$ cat src/sv/u2u_pkg.sv
// shared types, constants and byte encoder of the utf-16 to utf-8 transcoder
`default_nettype none
package u2u_pkg;

   localparam int QUEUE_DEPTH = 4;
   localparam int QUEUE_PTR_WIDTH = $clog2(QUEUE_DEPTH);
   localparam int QUEUE_COUNT_WIDTH = $clog2(QUEUE_DEPTH + 1);

   localparam logic [15:0] SURR_HIGH_FIRST = 16'hD800;
   localparam logic [15:0] SURR_HIGH_LAST  = 16'hDBFF;
   localparam logic [15:0] SURR_LOW_FIRST  = 16'hDC00;
   localparam logic [15:0] SURR_LOW_LAST   = 16'hDFFF;
   localparam logic [20:0] SUPPLEMENT_BASE = 21'h10000;
   localparam logic [20:0] ONE_BYTE_MAX    = 21'h00007F;
   localparam logic [20:0] TWO_BYTE_MAX    = 21'h0007FF;
   localparam logic [20:0] THREE_BYTE_MAX  = 21'h00FFFF;

   // index of the final byte of a code point's encoding
   localparam logic [1:0] LAST_INDEX_ONE   = 2'd0;
   localparam logic [1:0] LAST_INDEX_TWO   = 2'd1;
   localparam logic [1:0] LAST_INDEX_THREE = 2'd2;
   localparam logic [1:0] LAST_INDEX_FOUR  = 2'd3;

   localparam logic CSR_BIG_ENDIAN      = 1'b0;
   localparam logic CSR_SKIP_FIRST_UNIT = 1'b1;

   typedef struct packed {
      logic big_endian;
      logic skip_first_unit;
   } u2u_config_type;

   typedef struct packed {
      logic [20:0] code_point;
      logic [1:0]  last_index;
   } u2u_entry_type;

   typedef struct packed {
      logic          push;
      u2u_entry_type entry;
   } u2u_push_type;

   typedef struct packed {
      logic          empty;
      u2u_entry_type head;
   } u2u_head_type;

   function automatic logic [7:0] encode_byte(input logic [20:0] cp,
                                              input logic [1:0]  last_index,
                                              input logic [1:0]  idx);
      logic [7:0] result;
      logic [1:0] tail;
      result = 8'h00;
      tail = last_index - idx;
      if (idx == 2'd0) begin
         case (last_index)
            LAST_INDEX_ONE:   result = {1'b0, cp[6:0]};
            LAST_INDEX_TWO:   result = {3'b110, cp[10:6]};
            LAST_INDEX_THREE: result = {4'b1110, cp[15:12]};
            LAST_INDEX_FOUR:  result = {5'b11110, cp[20:18]};
            default:          result = 8'h00;
         endcase
      end else begin
         // continuation byte: six bits picked by distance from the end
         case (tail)
            2'd0:    result = {2'b10, cp[5:0]};
            2'd1:    result = {2'b10, cp[11:6]};
            2'd2:    result = {2'b10, cp[17:12]};
            default: result = 8'h80;
         endcase
      end
      return result;
   endfunction

endpackage
`default_nettype wire

$ cat src/sv/u2u_req_if.sv
// code unit request channel
`default_nettype none
interface u2u_req_if;
   logic       valid;
   logic       ready;
   logic [7:0] first_byte;
   logic [7:0] second_byte;
   logic       first_of_string;

   modport source (output valid, first_byte, second_byte, first_of_string, input ready);
   modport sink   (input valid, first_byte, second_byte, first_of_string, output ready);
endinterface
`default_nettype wire

$ cat src/sv/u2u_rsp_if.sv
// utf-8 byte response channel
`default_nettype none
interface u2u_rsp_if;
   logic       valid;
   logic       ready;
   logic [7:0] out_byte;
   logic       last_of_run;

   modport source (output valid, out_byte, last_of_run, input ready);
   modport sink   (input valid, out_byte, last_of_run, output ready);
endinterface
`default_nettype wire

$ cat src/sv/utf16_to_utf8_transcoder.sv
// top level of the utf-16 to utf-8 transcoder
//
// Takes one UTF-16 code unit per transfer on req_chan and returns its UTF-8
// bytes one per transfer on rsp_chan, last_of_run marking each code point's
// final byte. The front end accepts a unit every cycle while the four-entry
// code point queue has room; units that give no output (zero, lone or
// unpaired surrogates, a skipped first unit, a held high surrogate) are
// still accepted. The back end drains one byte per cycle through its output
// register while rsp_chan is ready; a code point gives 1 to 4 bytes, four
// for a surrogate pair. Each code point is registered in the queue, and each
// of its bytes in the output register before that byte is presented.
// Configuration writes take effect at the next cycle.
`default_nettype none
module utf16_to_utf8_transcoder (
   input  wire logic clock,
   input  wire logic reset,
   input  wire logic csr_write_enable,
   input  wire logic csr_index,
   input  wire logic csr_write_data,
   u2u_req_if.sink   req_chan,
   u2u_rsp_if.source rsp_chan
);
   import u2u_pkg::*;

   u2u_config_type cfg_ff, cfg_in;
   u2u_push_type   push;
   u2u_head_type   head;
   logic           queue_full;
   logic           pop;

   always_comb begin
      cfg_in = cfg_ff;
      if (csr_write_enable) begin
         case (csr_index)
            CSR_BIG_ENDIAN:      cfg_in.big_endian = csr_write_data;
            CSR_SKIP_FIRST_UNIT: cfg_in.skip_first_unit = csr_write_data;
            default:             cfg_in = cfg_ff;
         endcase
      end
   end

   always_ff @(posedge clock) begin
      if (reset) begin
         cfg_ff.big_endian <= 1'b1;
         cfg_ff.skip_first_unit <= 1'b0;
      end else begin
         cfg_ff <= cfg_in;
      end
   end

   u2u_front front (
      .clock      (clock),
      .reset      (reset),
      .cfg        (cfg_ff),
      .queue_full (queue_full),
      .push       (push),
      .req_chan   (req_chan)
   );

   u2u_queue queue (
      .clock (clock),
      .reset (reset),
      .push  (push),
      .pop   (pop),
      .full  (queue_full),
      .head  (head)
   );

   u2u_back back (
      .clock    (clock),
      .reset    (reset),
      .head     (head),
      .pop      (pop),
      .rsp_chan (rsp_chan)
   );
endmodule
`default_nettype wire

$ cat src/sv/u2u_front.sv
// front end: byte order, surrogate pairing and code point classification
`default_nettype none
module u2u_front (
   input  wire logic                    clock,
   input  wire logic                    reset,
   input  wire u2u_pkg::u2u_config_type cfg,
   input  wire logic                    queue_full,
   output u2u_pkg::u2u_push_type        push,
   u2u_req_if.sink                      req_chan
);
   import u2u_pkg::*;

   logic        pending_valid_ff, pending_valid_in;
   logic [9:0]  pending_bits_ff, pending_bits_in;
   logic [15:0] unit;
   logic        accept;
   logic        is_high;
   logic        is_low;
   logic        emit;
   logic [20:0] code_point;
   logic [1:0]  last_index;

   assign req_chan.ready = !queue_full;
   assign accept = req_chan.valid && !queue_full;

   always_comb begin
      unit = cfg.big_endian ? {req_chan.first_byte, req_chan.second_byte}
                            : {req_chan.second_byte, req_chan.first_byte};
      is_high = (unit >= SURR_HIGH_FIRST) && (unit <= SURR_HIGH_LAST);
      is_low  = (unit >= SURR_LOW_FIRST) && (unit <= SURR_LOW_LAST);
      pending_valid_in = pending_valid_ff;
      pending_bits_in = pending_bits_ff;
      emit = 1'b0;
      code_point = {5'd0, unit};
      if (accept) begin
         pending_valid_in = 1'b0;
         if (req_chan.first_of_string && cfg.skip_first_unit) begin
            emit = 1'b0;
         end else if (pending_valid_ff && !req_chan.first_of_string && is_low) begin
            emit = 1'b1;
            code_point = SUPPLEMENT_BASE + {1'b0, pending_bits_ff, unit[9:0]};
         end else if (is_high) begin
            pending_valid_in = 1'b1;
            pending_bits_in = unit[9:0];
         end else begin
            emit = (unit != 16'd0) && !is_low;
         end
      end
      if (code_point <= ONE_BYTE_MAX) begin
         last_index = LAST_INDEX_ONE;
      end else if (code_point <= TWO_BYTE_MAX) begin
         last_index = LAST_INDEX_TWO;
      end else if (code_point <= THREE_BYTE_MAX) begin
         last_index = LAST_INDEX_THREE;
      end else begin
         last_index = LAST_INDEX_FOUR;
      end
      push.push = emit;
      push.entry.code_point = code_point;
      push.entry.last_index = last_index;
   end

   always_ff @(posedge clock) begin
      if (reset) begin
         pending_valid_ff <= 1'b0;
         pending_bits_ff <= 10'd0;
      end else begin
         pending_valid_ff <= pending_valid_in;
         pending_bits_ff <= pending_bits_in;
      end
   end
endmodule
`default_nettype wire

$ cat src/sv/u2u_queue.sv
// short code point queue between front and back ends
`default_nettype none
module u2u_queue (
   input  wire logic                  clock,
   input  wire logic                  reset,
   input  wire u2u_pkg::u2u_push_type push,
   input  wire logic                  pop,
   output logic                       full,
   output u2u_pkg::u2u_head_type      head
);
   import u2u_pkg::*;

   u2u_entry_type                entries_ff [QUEUE_DEPTH];
   logic [QUEUE_PTR_WIDTH-1:0]   wr_ptr_ff, wr_ptr_in;
   logic [QUEUE_PTR_WIDTH-1:0]   rd_ptr_ff, rd_ptr_in;
   logic [QUEUE_COUNT_WIDTH-1:0] count_ff, count_in;
   logic                         do_push;
   logic                         do_pop;

   localparam logic [QUEUE_PTR_WIDTH-1:0] PTR_LAST = QUEUE_PTR_WIDTH'(QUEUE_DEPTH - 1);
   localparam logic [QUEUE_COUNT_WIDTH-1:0] COUNT_FULL = QUEUE_COUNT_WIDTH'(QUEUE_DEPTH);

   always_comb begin
      full = (count_ff == COUNT_FULL);
      head.empty = (count_ff == '0);
      head.head = entries_ff[rd_ptr_ff];
      do_push = push.push && !full;
      do_pop = pop && !head.empty;
      wr_ptr_in = wr_ptr_ff;
      rd_ptr_in = rd_ptr_ff;
      if (do_push) begin
         wr_ptr_in = (wr_ptr_ff == PTR_LAST) ? '0 : wr_ptr_ff + 1'b1;
      end
      if (do_pop) begin
         rd_ptr_in = (rd_ptr_ff == PTR_LAST) ? '0 : rd_ptr_ff + 1'b1;
      end
      count_in = count_ff;
      if (do_push && !do_pop) begin
         count_in = count_ff + 1'b1;
      end else if (do_pop && !do_push) begin
         count_in = count_ff - 1'b1;
      end
   end

   always_ff @(posedge clock) begin
      if (reset) begin
         wr_ptr_ff <= '0;
         rd_ptr_ff <= '0;
         count_ff <= '0;
      end else begin
         wr_ptr_ff <= wr_ptr_in;
         rd_ptr_ff <= rd_ptr_in;
         count_ff <= count_in;
      end
   end

   always_ff @(posedge clock) begin
      if (do_push) begin
         entries_ff[wr_ptr_ff] <= push.entry;
      end
   end
endmodule
`default_nettype wire

$ cat src/sv/u2u_back.sv
// back end: serializes each queued code point into utf-8 bytes
`default_nettype none
module u2u_back (
   input  wire logic                  clock,
   input  wire logic                  reset,
   input  wire u2u_pkg::u2u_head_type head,
   output logic                       pop,
   u2u_rsp_if.source                  rsp_chan
);
   import u2u_pkg::*;

   logic       rsp_valid_ff, rsp_valid_in;
   logic [7:0] out_byte_ff, out_byte_in;
   logic       last_ff, last_in;
   logic [1:0] idx_ff, idx_in;
   logic       load;
   logic       take;
   logic       at_last;

   always_comb begin
      // output register refills when empty or its byte is taken this cycle
      load = !rsp_valid_ff || rsp_chan.ready;
      take = load && !head.empty;
      at_last = (idx_ff == head.head.last_index);
      pop = take && at_last;
      idx_in = idx_ff;
      if (take) begin
         idx_in = at_last ? 2'd0 : idx_ff + 2'd1;
      end
      rsp_valid_in = load ? !head.empty : rsp_valid_ff;
      out_byte_in = out_byte_ff;
      last_in = last_ff;
      if (take) begin
         out_byte_in = encode_byte(head.head.code_point, head.head.last_index, idx_ff);
         last_in = at_last;
      end
   end

   always_ff @(posedge clock) begin
      if (reset) begin
         rsp_valid_ff <= 1'b0;
         idx_ff <= 2'd0;
      end else begin
         rsp_valid_ff <= rsp_valid_in;
         idx_ff <= idx_in;
      end
   end

   always_ff @(posedge clock) begin
      out_byte_ff <= out_byte_in;
      last_ff <= last_in;
   end

   assign rsp_chan.valid = rsp_valid_ff;
   assign rsp_chan.out_byte = out_byte_ff;
   assign rsp_chan.last_of_run = last_ff;
endmodule
`default_nettype wire

$ cat src/flat_wrapper.sv
// flat-port wrapper written by rule: the top's interface ports become plain ports
module utf16_to_utf8_transcoder_flat import u2u_pkg::*;
  (clock, reset, csr_write_enable, csr_index, csr_write_data, req_chan_valid, req_chan_first_byte, req_chan_second_byte, req_chan_first_of_string, req_chan_ready, rsp_chan_valid, rsp_chan_out_byte, rsp_chan_last_of_run, rsp_chan_ready);
  u2u_req_if req_chan_i ();
  u2u_rsp_if rsp_chan_i ();
  input  wire logic clock;
  input  wire logic reset;
  input  wire logic csr_write_enable;
  input  wire logic csr_index;
  input  wire logic csr_write_data;
  input wire logic [$bits(req_chan_i.valid)-1:0] req_chan_valid;
  input wire logic [$bits(req_chan_i.first_byte)-1:0] req_chan_first_byte;
  input wire logic [$bits(req_chan_i.second_byte)-1:0] req_chan_second_byte;
  input wire logic [$bits(req_chan_i.first_of_string)-1:0] req_chan_first_of_string;
  output wire logic [$bits(req_chan_i.ready)-1:0] req_chan_ready;
  output wire logic [$bits(rsp_chan_i.valid)-1:0] rsp_chan_valid;
  output wire logic [$bits(rsp_chan_i.out_byte)-1:0] rsp_chan_out_byte;
  output wire logic [$bits(rsp_chan_i.last_of_run)-1:0] rsp_chan_last_of_run;
  input wire logic [$bits(rsp_chan_i.ready)-1:0] rsp_chan_ready;
  assign req_chan_i.valid = req_chan_valid;
  assign req_chan_i.first_byte = req_chan_first_byte;
  assign req_chan_i.second_byte = req_chan_second_byte;
  assign req_chan_i.first_of_string = req_chan_first_of_string;
  assign req_chan_ready = req_chan_i.ready;
  assign rsp_chan_valid = rsp_chan_i.valid;
  assign rsp_chan_out_byte = rsp_chan_i.out_byte;
  assign rsp_chan_last_of_run = rsp_chan_i.last_of_run;
  assign rsp_chan_i.ready = rsp_chan_ready;
  utf16_to_utf8_transcoder u_core (.clock(clock), .reset(reset), .csr_write_enable(csr_write_enable), .csr_index(csr_index), .csr_write_data(csr_write_data), .req_chan(req_chan_i), .rsp_chan(rsp_chan_i));
endmodule
$ cat config.mk
export PLATFORM = sky130hd
export DESIGN_NAME = utf16_to_utf8_transcoder_flat
export DESIGN_NICKNAME = d
export VERILOG_FILES = /design/src/sv/u2u_pkg.sv /design/src/sv/u2u_req_if.sv /design/src/sv/u2u_rsp_if.sv /design/src/sv/utf16_to_utf8_transcoder.sv /design/src/sv/u2u_front.sv /design/src/sv/u2u_queue.sv /design/src/sv/u2u_back.sv /design/src/flat_wrapper.sv
export SDC_FILE = /design/constraint.sdc
export NUM_CORES = 1
export LEC_CHECK = 0
export BUFFER_PORTS_ARGS = -buffer_cell sky130_fd_sc_hd__buf_2
export CAP_MARGIN = 15
export CORE_ASPECT_RATIO = 0.9
export CORE_MARGIN = 2
export CORE_UTILIZATION = 65
export DETAILED_ROUTE_END_ITERATION = 6
export HOLD_SLACK_MARGIN = 0.1
export PLACE_DENSITY = 0.84
export SYNTH_ARGS = -nofsm -noshare
export SYNTH_HDL_FRONTEND = slang
export SYNTH_SLANG_ARGS = --single-unit
export TNS_END_PERCENT = 30
$ cat constraint.sdc
create_clock -name clock -period 9.4 [get_ports clock]
set_input_delay 1.41 -clock clock [delete_from_list [all_inputs] [get_ports clock]]
set_output_delay 1.41 -clock clock [all_outputs]
set_load 0.005 [all_outputs]
; Word level (Yosys, flattened, before mapping)
; Memories as Yosys holds them, arrays and structs flattened. A register that Yosys moved wholly into a read port is not among the register bits.
; Index checks and enable logic that the tools add are counted.
[classes]
n_eq_ne = 9
mux = 26
reduce_logical = 30
bitwise = 3
n_lt_le_gt_ge = 7
add_sub_neg = 7
[op_table]
columns = op, count
row1 = two-way mux 21 bit, 3
row2 = ">= comparator 16 bit, second input constant", 2
row3 = "less-or-equal comparator 16 bit, second input constant", 2
row4 = one-hot mux 8 bit (4 select lines), 1
row5 = "adder 17 x 20 -> 21 bit, first input constant", 1
row6 = "less-or-equal comparator 21 x 11 -> 1 bit, second input constant", 1
row7 = "less-or-equal comparator 21 x 16 -> 1 bit, second input constant", 1
row8 = "less-or-equal comparator 21 x 7 -> 1 bit, second input constant", 1
row9 = one-hot mux 6 bit (3 select lines), 1
row10 = two-way mux 16 bit, 1
row11 = nonzero test 16 bit, 1
row12 = two-way mux 2 bit, 7
row13 = logical AND 1 bit, 13
row14 = "equality test 2 bit, second input constant", 5
row15 = two-way mux 1 bit, 10
row16 = two-way mux 8 bit, 1
row17 = logical NOT 1 bit, 7
row18 = "adder 2 x 1 -> 2 bit, second input constant", 3
row19 = logical NOT 2 bit, 3
row20 = two-way mux 3 bit, 2
row21 = "equality test 2 x 1 -> 1 bit, second input constant", 2
row22 = AND reduction 2 bit, 2
row23 = AND reduction 4 bit, 1
row24 = "adder 3 x 1 -> 3 bit, second input constant", 1
row25 = 8 further kinds, 10
[totals]
output_inout_bits = 11
ram_bits = 92
register_bits = 32
inputBits = 24
n_memories = 1
elab_cells = 94
[memory_table]
columns = memory, words, word_bits, read_ports, rd_clocked_by_memory_dff, write_ports, line
row1 = u_core.queue.entries_ff, 4, 23, 1, 1, 1, u2u_queue.sv:13  ; u2u_entry_type entries_ff [QUEUE_DEPTH];

; Logic depth before layout (Yosys ltp)
; Gate-level depths: netlist of the first run.
[depth]
word_depth = 14
mapped_depth = 13
mapped_depth_nobuf = 12

; Cells and area by module
; From an unflattened synthesis of the first run, not the netlist that was laid out.
[hier_totals]
cells_unflattened = 408
area_unflattened_um2 = 5983.2
[by_module_without_submodules]
columns = module, seq_area_each_um2, instances, cells_per_inst, area_per_inst_um2
row1 = u2u_queue, 2942.8, 1, 170, 3803.6
row2 = u2u_front, 220.2, 1, 138, 1149.9
row3 = u2u_back, 330.3, 1, 91, 945.9
row4 = utf16_to_utf8_transcoder, 40.0, 1, 9, 83.8

; Least setup slack after synthesis of the first run
; No wires, ideal clock.
[synth_path]
path_kind = input -> register
startpoint = input port req_chan_second_byte[6]
endpoint = memory u_core.queue.entries_ff[3][0] (netlist bit) (enable)
arrival_time_ns = 3.347
path_slack_ns = 5.644
stages = 5
n_path_buf = 1
setup_ns = 0.409
t_required_ns = 8.991
path_cell_list = nor2b_2 -> and4b_1 -> o211ai_1 -> clkbuf_1 -> a21boi_1
[synth_between]
elab_chain_len = 12
elab_cells_between_ends = 18
classes_between = order compare (4) / mux (7) / reduce/logical (7)
[synth_rtl]
columns = element, line
row1 = from (decl), flat_wrapper.sv:13  ; input wire logic [$bits(req_chan_i.second_byte)-1:0] req_chan_second_byte;
row2 = two-way mux 16 bit *, u2u_front.sv:27  ; unit = cfg.big_endian ? {req_chan.first_byte, req_chan.second_byte}
row3 = >= comparator 16 bit or less-or-equal comparator 16 bit (tied branches), u2u_front.sv:30  ; is_low = (unit >= SURR_LOW_FIRST) && (unit <= SURR_LOW_LAST);
row4 = logical AND 1 bit, u2u_front.sv:30
row5 = logical NOT 1 bit, u2u_front.sv:46  ; emit = (unit != 16'd0) && !is_low;
row6 = logical AND 1 bit, u2u_front.sv:46
row7 = two-way mux 1 bit, u2u_front.sv:42  ; end else if (is_high) begin
row8 = two-way mux 1 bit *, u2u_front.sv:39  ; end else if (pending_valid_ff && !req_chan.first_of_string && is_low) begin
row9 = two-way mux 1 bit *, u2u_front.sv:37  ; if (req_chan.first_of_string && cfg.skip_first_unit) begin
row10 = two-way mux 1 bit *, u2u_front.sv:35  ; if (accept) begin
row11 = logical AND 1 bit *, u2u_queue.sv:27  ; do_push = push.push && !full;
row12 = two-way mux 1 bit *, u2u_queue.sv:58  ; if (do_push) begin
row13 = two-way mux 1 bit (not written as such) *, u2u_queue.sv:59  ; entries_ff[wr_ptr_ff] <= push.entry;
row14 = to (decl), u2u_queue.sv:13
; Every way passes the cells marked *; elsewhere a longest branch is shown, timed or not.

; Worst setup path after layout of the first run
[layout_path]
startpoint = register u_core.cfg_ff[1] (netlist bit)
endpoint = register u_core.queue.count_ff[2]
[layout_between]
elab_chain_len = 13
elab_cells_between_ends = 21
classes_between = order compare (4) / mux (6) / reduce/logical (11)
[layout_rtl]
columns = element, line
row1 = from (decl), utf16_to_utf8_transcoder.sv:25  ; u2u_config_type cfg_ff, cfg_in;
row2 = from (signal assigned), utf16_to_utf8_transcoder.sv:47  ; cfg_ff <= cfg_in;
row3 = two-way mux 16 bit *, u2u_front.sv:27
row4 = >= comparator 16 bit or less-or-equal comparator 16 bit (tied branches), u2u_front.sv:30
row5 = logical AND 1 bit, u2u_front.sv:30
row6 = logical NOT 1 bit, u2u_front.sv:46
row7 = logical AND 1 bit, u2u_front.sv:46
row8 = two-way mux 1 bit, u2u_front.sv:42
row9 = two-way mux 1 bit *, u2u_front.sv:39
row10 = two-way mux 1 bit *, u2u_front.sv:37
row11 = two-way mux 1 bit *, u2u_front.sv:35
row12 = logical AND 1 bit *, u2u_queue.sv:27
row13 = named net u_core.queue.do_push, u2u_queue.sv:17  ; logic do_push;
row14 = logical NOT 1 bit, u2u_queue.sv:40  ; end else if (do_pop && !do_push) begin
row15 = logical AND 1 bit, u2u_queue.sv:40
row16 = nonzero test 2 bit (no line), n/a
row17 = to (signal assigned), u2u_queue.sv:53  ; count_ff <= count_in;
row18 = to (decl), u2u_queue.sv:16  ; logic [QUEUE_COUNT_WIDTH-1:0] count_ff, count_in;
; Mark *: on every way through the listed nets, which the timed path passes. The rest lies on a longest branch.
; A chain may end at the register's enable or synchronous reset.

==> metrics.yaml, run 1 <==
outcome: "complete, no violations"
synth_nets: 444
cts_resized: 0
total_power_w: 0.00177
cp_data_arrival_time_ns: 4.34
cts_hold_buffers: 0
grt_util_met2: 0.481
ctsRootBufferMaster: "clkbuf_8"
drive_gt1_frac: 0.281
yosysUniqueCellTypes: 63
io_buffers: 34
regToRegSetupSlack_ns: 5.51
ys_seq_area_frac: 0.602
yosys.area.top_type_share: 0.517
cts.clk_slew.worst_paths_ns: 0.06
yosysMostFrequentCell: "edfxtp_1"
grt_antenna_before_repair: 0
worst_pin_slew_ns: 1.06
num_io_pins: 35
synth_edf_count: 101
fp.dieH_um: 94.1
start_util: 0.675
clock_sinks: 126
use_met3: 0.0825
grtUsageMet1: 0.392
drtAntennaViolNets: 0
cp_max_fo: 28
core_um2: 8690
placement_rows: 32
post-cts-setup-buffer-count: 0
cts_htree_levels: 4
synthesis.area_um2: 5870
wirelength_um: 13600
cp_cell_sequence: "nand3_1 > nand3_1 > a221o_1 > nand4_1 > nand2_1 > ha_1 > inv_1 > fa_1 > xor2_1 > or3_1 > a21oi_1"
max_freq_mhz: 257
fin_crit_ns: 3.89
power.density_nw_per_um2: 264
tritoncts: "done"
diodes: 0
cpMostUsedCell: "nand3_1"
setup_viol: 0
ys_ff_latch: 126
num_vias: 3968
grt_max_degree: 29
path_class: "reg2reg"
synth_ff_type: "edfxtp_1"
insertion_delay_ns: 0.52
peakVddDrop_mv: 0.171
rsz0062_at_grt: "false"
hold_viol_final: 0
period_share: 0.414
maxSlewViolCount: 0
drc: 0
cts_buffers: 17
yosysTopAreaCell: "edfxtp_1"
grt-ovfl-total: 0
setup-tns-final_ns: 0
path_buf_inv: 1
slew_headroom: 0.295
grt_util_all_layers: 0.302
cpMaxStageDelayCell: "dfxtp_1"
start_kind: "flip-flop"
synth.avg_cell_area_um2: 14.3
maxCapViolCount: 0
slowest_delay_ns: 1.02
clock_skew_ns: 0.00894
postSynthCellCount: 410
dpl.hpwl_um: 8680
die_w_um: 104
wire_per_inst_um: 23.3
synth_commonest_cells: "101 x edfxtp_1, 26 x mux4_2, 25 x dfxtp_1, 25 x nor3_1, 24 x nor2_1"
routabilityCongestion: 0.928
yosys_warnings: 0
firstDrtPassIters: 7
area_growth_pct: 14.1
vias_per_cell: 6.82
crit_family: "simple AND/OR/NAND/NOR gates"
synthArstFlopShare: 0
grt_pass1_wl_um: 21600
grt_pass1_vias: 3863
nets: 484
drt_iter0_markers: 427
gr-max-usage-layer: "met2"
synth_area_leaders: "edfxtp_1 52%, mux4_2 10%, dfxtp_1 8.5%"
hold_class: "reg2reg"
clockBufferDepth: 2
die_area_um2: 9800
endpoint_kind: "flip-flop"
p_leak_nw: 2.27
cp_data_required_time_ns: 9.85
-- path summary, 6_finish.rpt --
| kind | startpoint | endpoint | cells after the start |
|---|---|---|---|
| setup / recovery | u_core.cfg_ff[1] | u_core.queue.count_ff[2] | 11 |
| hold / removal | u_core.cfg_ff[0] | u_core.cfg_ff[0] | 2 |
| setup reg to reg | u_core.cfg_ff[1] | u_core.queue.count_ff[2] | 11 |
| hold reg to reg | u_core.cfg_ff[0] | u_core.cfg_ff[0] | 2 |
-- layer usage --
layer,vias up,share of wire
met5,-,0
met4,0,0.036
met3,51,0.099
met2,272,0.48
met1,1933,0.39
li1,1712,-
-- logic make-up (layout without fill, tap and decap cells) --
logic type	after synthesis	after routing	share of synthesized area
flops	126	126	0.602
xor+xnor	7	7	0.0175
compound gates	77	77	0.0939
simple gates	112	112	0.101
mux	47	47	0.138
fa+ha+maj	10	10	0.0226
buf+inv	31	84	0.0239
-- final cells by class --
type	count	area, µm²
sequential	126	3530
clock inverter	15	124
inverter	10	37.5
tap	119	149
clock buffer	17	414
multi-input combinational	253	2210
fill	515	1990
timing repair buffer	42	230
-- registers in the layout (all words and copies together), names as in the netlist, named ones only --
signal,cells
u_core.queue.count_ff,3
u_core.front.pending_bits_ff,10
u_core.queue.rd_ptr_ff,2
u_core.back.rsp_chan.last_of_run,1
u_core.front.pending_valid_ff,1
u_core.cfg_ff,2
u_core.queue.entries_ff,92
u_core.queue.wr_ptr_ff,2
u_core.back.rsp_chan.valid,1
u_core.back.idx_ff,2
u_core.back.rsp_chan.out_byte,8
-- power by group --
group	internal (W)	switching [W]
logic	0.000172	0.000260
registers	0.000709	0.0000373
clock network	0.000331	0.000259
-- layout by cell type, fill, tap and decap left out, drive strengths merged, types with 2 or more instances in the layout --
cell	synthesis	final
edfxtp	101	101
buf	12	42
mux4	26	26
nor3	25	25
dfxtp	25	25
nor2	24	24
a21oi	23	23
inv	10	19
clkbuf	9	17
nand2	16	16
mux2	13	13
nand3	12	12
a31oi	11	11
ha	9	9
mux2i	8	8
nand3b	6	6
o21ai	6	6
or3	6	6
clkinv	0	5
nor3b	4	4
nor4	4	4
a21boi	4	4
xor2	4	4
o311ai	4	4
o22ai	3	3
a21o	3	3
a2111oi	3	3
nor2b	3	3
a221o	2	2
nor4b	2	2
o211ai	2	2
nand2b	2	2
and2	2	2
o21a	2	2
a211o	2	2
a22oi	2	2
a211oi	2	2
xnor2	2	2
-- tightest hold or removal path, cell delays in order, from the launching register on --
cell and delay (ns):
dfxtp_1 0.33, nand2_1 0.06, a21oi_1 0.05
-- stage by stage --
step,cell area (µm²),cells,utilization,worst slack (ns),hold WS (ns)
after floorplan,5870,410,-,5.64,0.450
after global placement,6160,550,0.709,5.25,0.451
after detailed placement,6160,550,0.709,5.06,0.478
after CTS,6700,582,0.771,5.58,0.485
after global routing,6700,582,0.771,5.27,0.505
final,6700,582,0.771,5.51,0.482
No activity file was read; power rests on OpenSTA's default activity.
==> run 2, diff against run 1 <==
--- a/config.mk
+++ b/config.mk
@@ -9,10 +9,10 @@
 export CAP_MARGIN = 15
 export CORE_ASPECT_RATIO = 0.9
 export CORE_MARGIN = 2
-export CORE_UTILIZATION = 65
+export CORE_UTILIZATION = 61
 export DETAILED_ROUTE_END_ITERATION = 6
 export HOLD_SLACK_MARGIN = 0.1
-export PLACE_DENSITY = 0.84
+export PLACE_DENSITY = 0.8
 export SYNTH_ARGS = -nofsm -noshare
 export SYNTH_HDL_FRONTEND = slang
 export SYNTH_SLANG_ARGS = --single-unit
==> constraint.sdc (replaced) <==
create_clock -name clock -period 3.6 [get_ports clock]
set_input_delay 0.54 -clock clock [delete_from_list [all_inputs] [get_ports clock]]
set_output_delay 0.54 -clock clock [all_outputs]
set_load 0.005 [all_outputs]
==> metrics.yaml, run 2 (synthesis gave the netlist of run 1 again) <==
placement_rows: 33  # +3.1%
crit_start: "u_core.cfg_ff[1]"
firstDrtPassIters: 5  # -2
fillCellCount: 602  # +17%
rsz0062_at_grt: "false"
endpoint_kind: "flip-flop"
insertion_delay_ns: 0.52  # about the same
critPathCapture: "u_core.queue.count_ff[2]"
setup_viol: 0  # unchanged
layout_commonest_cell: "edfxtp_1"
routabilityCongestion: 0.942  # +1.5%
io_buffers: 34  # unchanged
regToRegSetupSlack_ns: 0.41  # -5.10 ns
drt_iter0_markers: 262  # -39%
grt_antenna_before_repair: 0  # unchanged
grt_max_degree: 29  # unchanged
drtAntennaViolNets: 0  # unchanged
cp_data_required_time_ns: 4.04  # -5.81 ns
period_share: 0.886  # +0.472
clockBufferDepth: 2  # unchanged
tritoncts: "done"
wire_per_inst_um: 21.7  # -7.2%
fp.dieH_um: 97.0  # +3.1%
slew_headroom: 0.488  # +0.194
cts_buffers: 17  # unchanged
num_io_pins: 35  # unchanged
cts_resized: 0  # unchanged
total_power_w: 0.00473  # +170%
setup-tns-final_ns: 0  # unchanged
num_vias: 3817  # -3.8%
cp_data_arrival_time_ns: 3.63  # -0.71 ns
rr_endpoint: "u_core.queue.count_ff[2]"
grt-ovfl-total: 0  # unchanged
cts_hold_buffers: 0  # unchanged
timing.rr.start: "u_core.cfg_ff[1]"
fin_crit_ns: 3.19  # -0.705 ns
dpl.hpwl_um: 8560  # -1.4%
reg2regPathDepth: 12  # +1
die_w_um: 107  # +3.1%
diodes: 0  # unchanged
largest_reg_flops: 92  # unchanged
max_freq_mhz: 313  # +22%
maxCapViolCount: 0  # unchanged
post-cts-setup-buffer-count: 0  # unchanged
drive_gt1_frac: 0.281  # +0.000338
clock_sinks: 126  # unchanged
cp_max_fo: 28  # unchanged
grt_pass1_vias: 3791  # -1.9%
start_kind: "flip-flop"
maxSlewViolCount: 0  # unchanged
fin_ws_ns: 0.410  # -5.10 ns
hold_class: "in2reg"
vias_per_cell: 6.49  # -4.8%
worst_pin_slew_ns: 0.767  # -0.289 ns
final_cell_mix: "101 x edfxtp_1, 34 x buf_2, 26 x mux4_2"
clock_skew_ns: 0.00911  # +0.000172 ns
cts_htree_levels: 4  # unchanged
die_area_um2: 10400  # +6.3%
wirelength_um: 12700  # -6.2%
ctsRootBufferMaster: "clkbuf_8"
peakVddDrop_mv: 0.436  # +160%
path_class: "reg2reg"
largest_register: "u_core.queue.entries_ff"
outcome: "complete, no violations"
power.density_nw_per_um2: 698  # +160%
hold_viol_final: 0  # unchanged
grt_util_all_layers: 0.265  # -0.0363
cts.clk_slew.worst_paths_ns: 0.06  # about the same
drc: 0  # unchanged
place_ws_ns: 0.395  # -4.66 ns
area_growth_pct: 15.6
start_util: 0.634  # -0.0409
core_um2: 9250  # +6.5%
p_leak_nw: 2.30  # +1.5%
nets: 487  # +0.62%
grt_pass1_wl_um: 20500  # -5.3%
[run 2: cell types whose count changed in the layout (fill, tap and decap cells not counted), sizes merged]
| cell | delta |
|---|---|
| buf | +3 |
| clkinv | +1 |
| bufinv | +3 |
| clkbuf | +1 |
| clkinvlp | +2 |
| inv | -7 |
[run 2: through the flow]
step | util | hold WS (ns) | cell area, µm² | instances
after floorplan | - | 0.450 | 5870 | 410
after global placement | 0.670 | 0.452 | 6200 | 556
after detailed placement | 0.670 | 0.474 | 6200 | 556
after CTS | 0.733 | 0.222 | 6780 | 588
after global routing | 0.733 | 0.232 | 6780 | 588
final | 0.733 | 0.245 | 6780 | 588
[run 2: critical path, cell delays in order, from the launching register on]
cell and delay (ns):
dfxtp_1 0.31, buf_4 0.30, nand2_1 0.11, or3_1 0.56, a221o_1 0.40, nand4_1 0.33
nand2_1 0.11, ha_1 0.24, inv_1 0.07, fa_1 0.17, xor2_1 0.07, or3_1 0.31
a21oi_1 0.14
[run 2: metal layers]
layer	track usage	part of all wire
met1	0.367	0.42
met2	0.414	0.49
met3	0.0755	0.073
met4	0.0799	0.014
met5	0	0
[run 2: worst min path at each step]
stage                                from                         end  depth (start not counted)
3_3_place_gp   u_core.back.rsp_chan.valid  u_core.back.rsp_chan.valid                          2
4_1_cts                    csr_write_data            u_core.cfg_ff[1]                          2
5_1_grt                    csr_write_data            u_core.cfg_ff[1]                          2
3_5_place_dp   u_core.back.rsp_chan.valid  u_core.back.rsp_chan.valid                          2
2_1_floorplan            u_core.cfg_ff[0]            u_core.cfg_ff[0]                          2
6_report                   csr_write_data            u_core.cfg_ff[1]                          2
[run 2: area by class of cell]
cell class              count  area (µm²)  area share
flip-flops and latches    126        3530       0.521
inverters                  10        37.5     0.00553
clock inverters            14         166      0.0245
repair buffers             45         253      0.0373
multi-input cells         253        2220       0.328
well taps                 122         153      0.0225
clock buffers              18         418      0.0616
[run 2: power by group]
part	switching [W]	total, W	internal [W]	leakage (nW)
sequential	0.0000915	0.00194	0.00185	1.12
clock	0.000615	0.00167	0.00105	0.279
combinational	0.000666	0.00112	0.000459	0.904
==> run 3, diff against run 2 <==
--- a/config.mk
+++ b/config.mk
@@ -9,10 +9,10 @@
 export CAP_MARGIN = 15
 export CORE_ASPECT_RATIO = 0.9
 export CORE_MARGIN = 2
-export CORE_UTILIZATION = 61
+export CORE_UTILIZATION = 65
 export DETAILED_ROUTE_END_ITERATION = 6
 export HOLD_SLACK_MARGIN = 0.1
-export PLACE_DENSITY = 0.8
+export PLACE_DENSITY = 0.84
 export SYNTH_ARGS = -nofsm -noshare
 export SYNTH_HDL_FRONTEND = slang
 export SYNTH_SLANG_ARGS = --single-unit
==> constraint.sdc (replaced) <==
create_clock -name clock -period 3.8 [get_ports clock]
set_input_delay 0.57 -clock clock [delete_from_list [all_inputs] [get_ports clock]]
set_output_delay 0.57 -clock clock [all_outputs]
set_load 0.005 [all_outputs]
==> metrics.yaml, run 3 (synthesis gave the netlist of run 1 again) <==
routabilityCongestion: 0.968  # +2.7%
grt_max_degree: 26  # -10%
cp.depth: 12  # unchanged
hold_class: "in2reg"
grt_pass1_vias: 3999  # +5.5%
layout_commonest_cell: "edfxtp_1"
rsz0062_at_grt: "false"
tritoncts: "done"
cp_data_required_time_ns: 4.23  # +0.19 ns
outcome: "complete, no violations"
worst_pin_slew_ns: 0.754  # -0.0140 ns
hold_viol_final: 0  # unchanged
io_buffers: 34  # unchanged
endpoint_kind: "flip-flop"
clock_skew_ns: 0.00813  # -0.000982 ns
cp_max_fo: 13  # -54%
period_share: 0.928  # +0.0414
start_kind: "flip-flop"
path_class: "reg2reg"
drive_gt1_frac: 0.293  # +0.0122
maxSlewViolCount: 0  # unchanged
area_growth_pct: 16.5
nets: 488  # +0.21%
num_io_pins: 35  # unchanged
peakVddDrop_mv: 0.332  # -24%
cp_cell_sequence: "nor3b_1 > inv_2 > nand2_1 > a21oi_2 > nand4_1 > nand2_1 > ha_1 > inv_1 > fa_1 > xor2_1 > or3_1 > a21oi_1"
insertion_delay_ns: 0.51  # about the same
die_area_um2: 9800  # -5.9%
post-cts-setup-buffer-count: 0  # unchanged
cp_data_arrival_time_ns: 3.96  # +0.33 ns
placement_rows: 32  # -3.0%
place_ws_ns: 0.142  # -0.254 ns
diodes: 0  # unchanged
min_path_cells: 2  # unchanged
vias_per_cell: 6.81  # +5.0%
power.density_nw_per_um2: 678  # -2.9%
num_vias: 3993  # +4.6%
slew_headroom: 0.498  # +0.00932
max_freq_mhz: 284  # -9.5%
path_buf_inv: 2  # unchanged
cpMostUsedCell: "nand2_1"
crit_family: "simple AND/OR/NAND/NOR gates"
grt_antenna_before_repair: 0  # unchanged
fin_ws_ns: 0.275  # -0.135 ns
fp.dieH_um: 94.1  # -3.0%
start_util: 0.675  # +0.0409
firstDrtPassIters: 6  # +1
largest_reg_flops: 92  # unchanged
final_cell_mix: "101 x edfxtp_1, 34 x buf_2, 26 x mux4_2"
cts_buffers: 17  # unchanged
slowest_delay_ns: 0.56  # about the same
cpMaxStageDelayCell: "a21oi_2"
setup_viol: 0  # unchanged
cts.clk_slew.worst_paths_ns: 0.06  # about the same
drc: 0  # unchanged
ctsRootBufferMaster: "clkbuf_8"
cts_htree_levels: 4  # unchanged
grt-ovfl-total: 0  # unchanged
grt_util_all_layers: 0.302  # +0.0362
p_leak_nw: 2.33  # +1.3%
core_um2: 8690  # -6.1%
largest_register: "u_core.queue.entries_ff"
fin_crit_ns: 3.52  # +0.335 ns
drt_iter0_markers: 459  # +75%
die_w_um: 104  # -3.0%
wirelength_um: 13600  # +6.6%
clockBufferDepth: 2  # unchanged
drtAntennaViolNets: 0  # unchanged
maxCapViolCount: 0  # unchanged
clock_sinks: 126  # unchanged
reg2regPathDepth: 12  # unchanged
grt_pass1_wl_um: 21700  # +5.8%
wire_per_inst_um: 23.2  # +7.0%
setup-tns-final_ns: 0  # unchanged
dpl.hpwl_um: 8670  # +1.3%
## run 3: metrics by stage
stage / area (µm²) / total power (W) / util / instances / hold slack (ns)
6_report: 6830 / 0.00463 / 0.786 / 586 / 0.288
3_3_place_gp: 6190 / 0.00284 / 0.712 / 554 / 0.451
5_1_grt: 6830 / 0.00480 / 0.786 / 586 / 0.278
2_1_floorplan: 5870 / 0.00259 / - / 410 / 0.450
3_5_place_dp: 6190 / 0.00290 / 0.712 / 554 / 0.471
4_1_cts: 6820 / 0.00464 / 0.785 / 586 / 0.264
## run 3: layout make-up
class / instances / area, µm²
tap: 119 / 149
timing repair buffer: 46 / 260
sequential: 126 / 3530
clock inverter: 14 / 205
clock buffer: 18 / 428
inverter: 10 / 37.5
fill: 490 / 1860
multi-input combinational: 253 / 2220
## run 3: path summary, 6_finish.rpt
path / from / to / slack [ns]
worst max-delay path: u_core.queue.count_ff[0] / u_core.queue.count_ff[2] / 0.28
worst min-delay path: csr_write_data / u_core.cfg_ff[1] / 0.29
worst max register to register: u_core.queue.count_ff[0] / u_core.queue.count_ff[2] / 0.28
worst min register to register: u_core.back.rsp_chan.valid / u_core.back.rsp_chan.valid / 0.48
## run 3: timing repair
action,in CTS,in global routing
resized for setup,1,2
hold buffers,0,0
setup endpoints to repair,1,2
## run 3: where the power goes
| part | total, W | leakage [nW] | switching [W] | internal [W] |
|---|---|---|---|---|
| Clock | 0.00172 | 0.309 | 0.000620 | 0.00110 |
| Combinational | 0.00106 | 0.904 | 0.000629 | 0.000433 |
| Sequential | 0.00185 | 1.12 | 0.0000987 | 0.00175 |
| Total | 0.00463 | 2.33 | 0.00135 | 0.00328 |
## run 3: metal layers
| layer | wire, µm | global-route usage | up-vias |
|---|---|---|---|
| li1 | - | - | 1730 |
| met1 | 5350 | 0.382 | 1947 |
| met2 | 6540 | 0.493 | 249 |
| met3 | 1060 | 0.0687 | 67 |
| met4 | 631 | 0.162 | 0 |
| met5 | 0 | 0 | - |
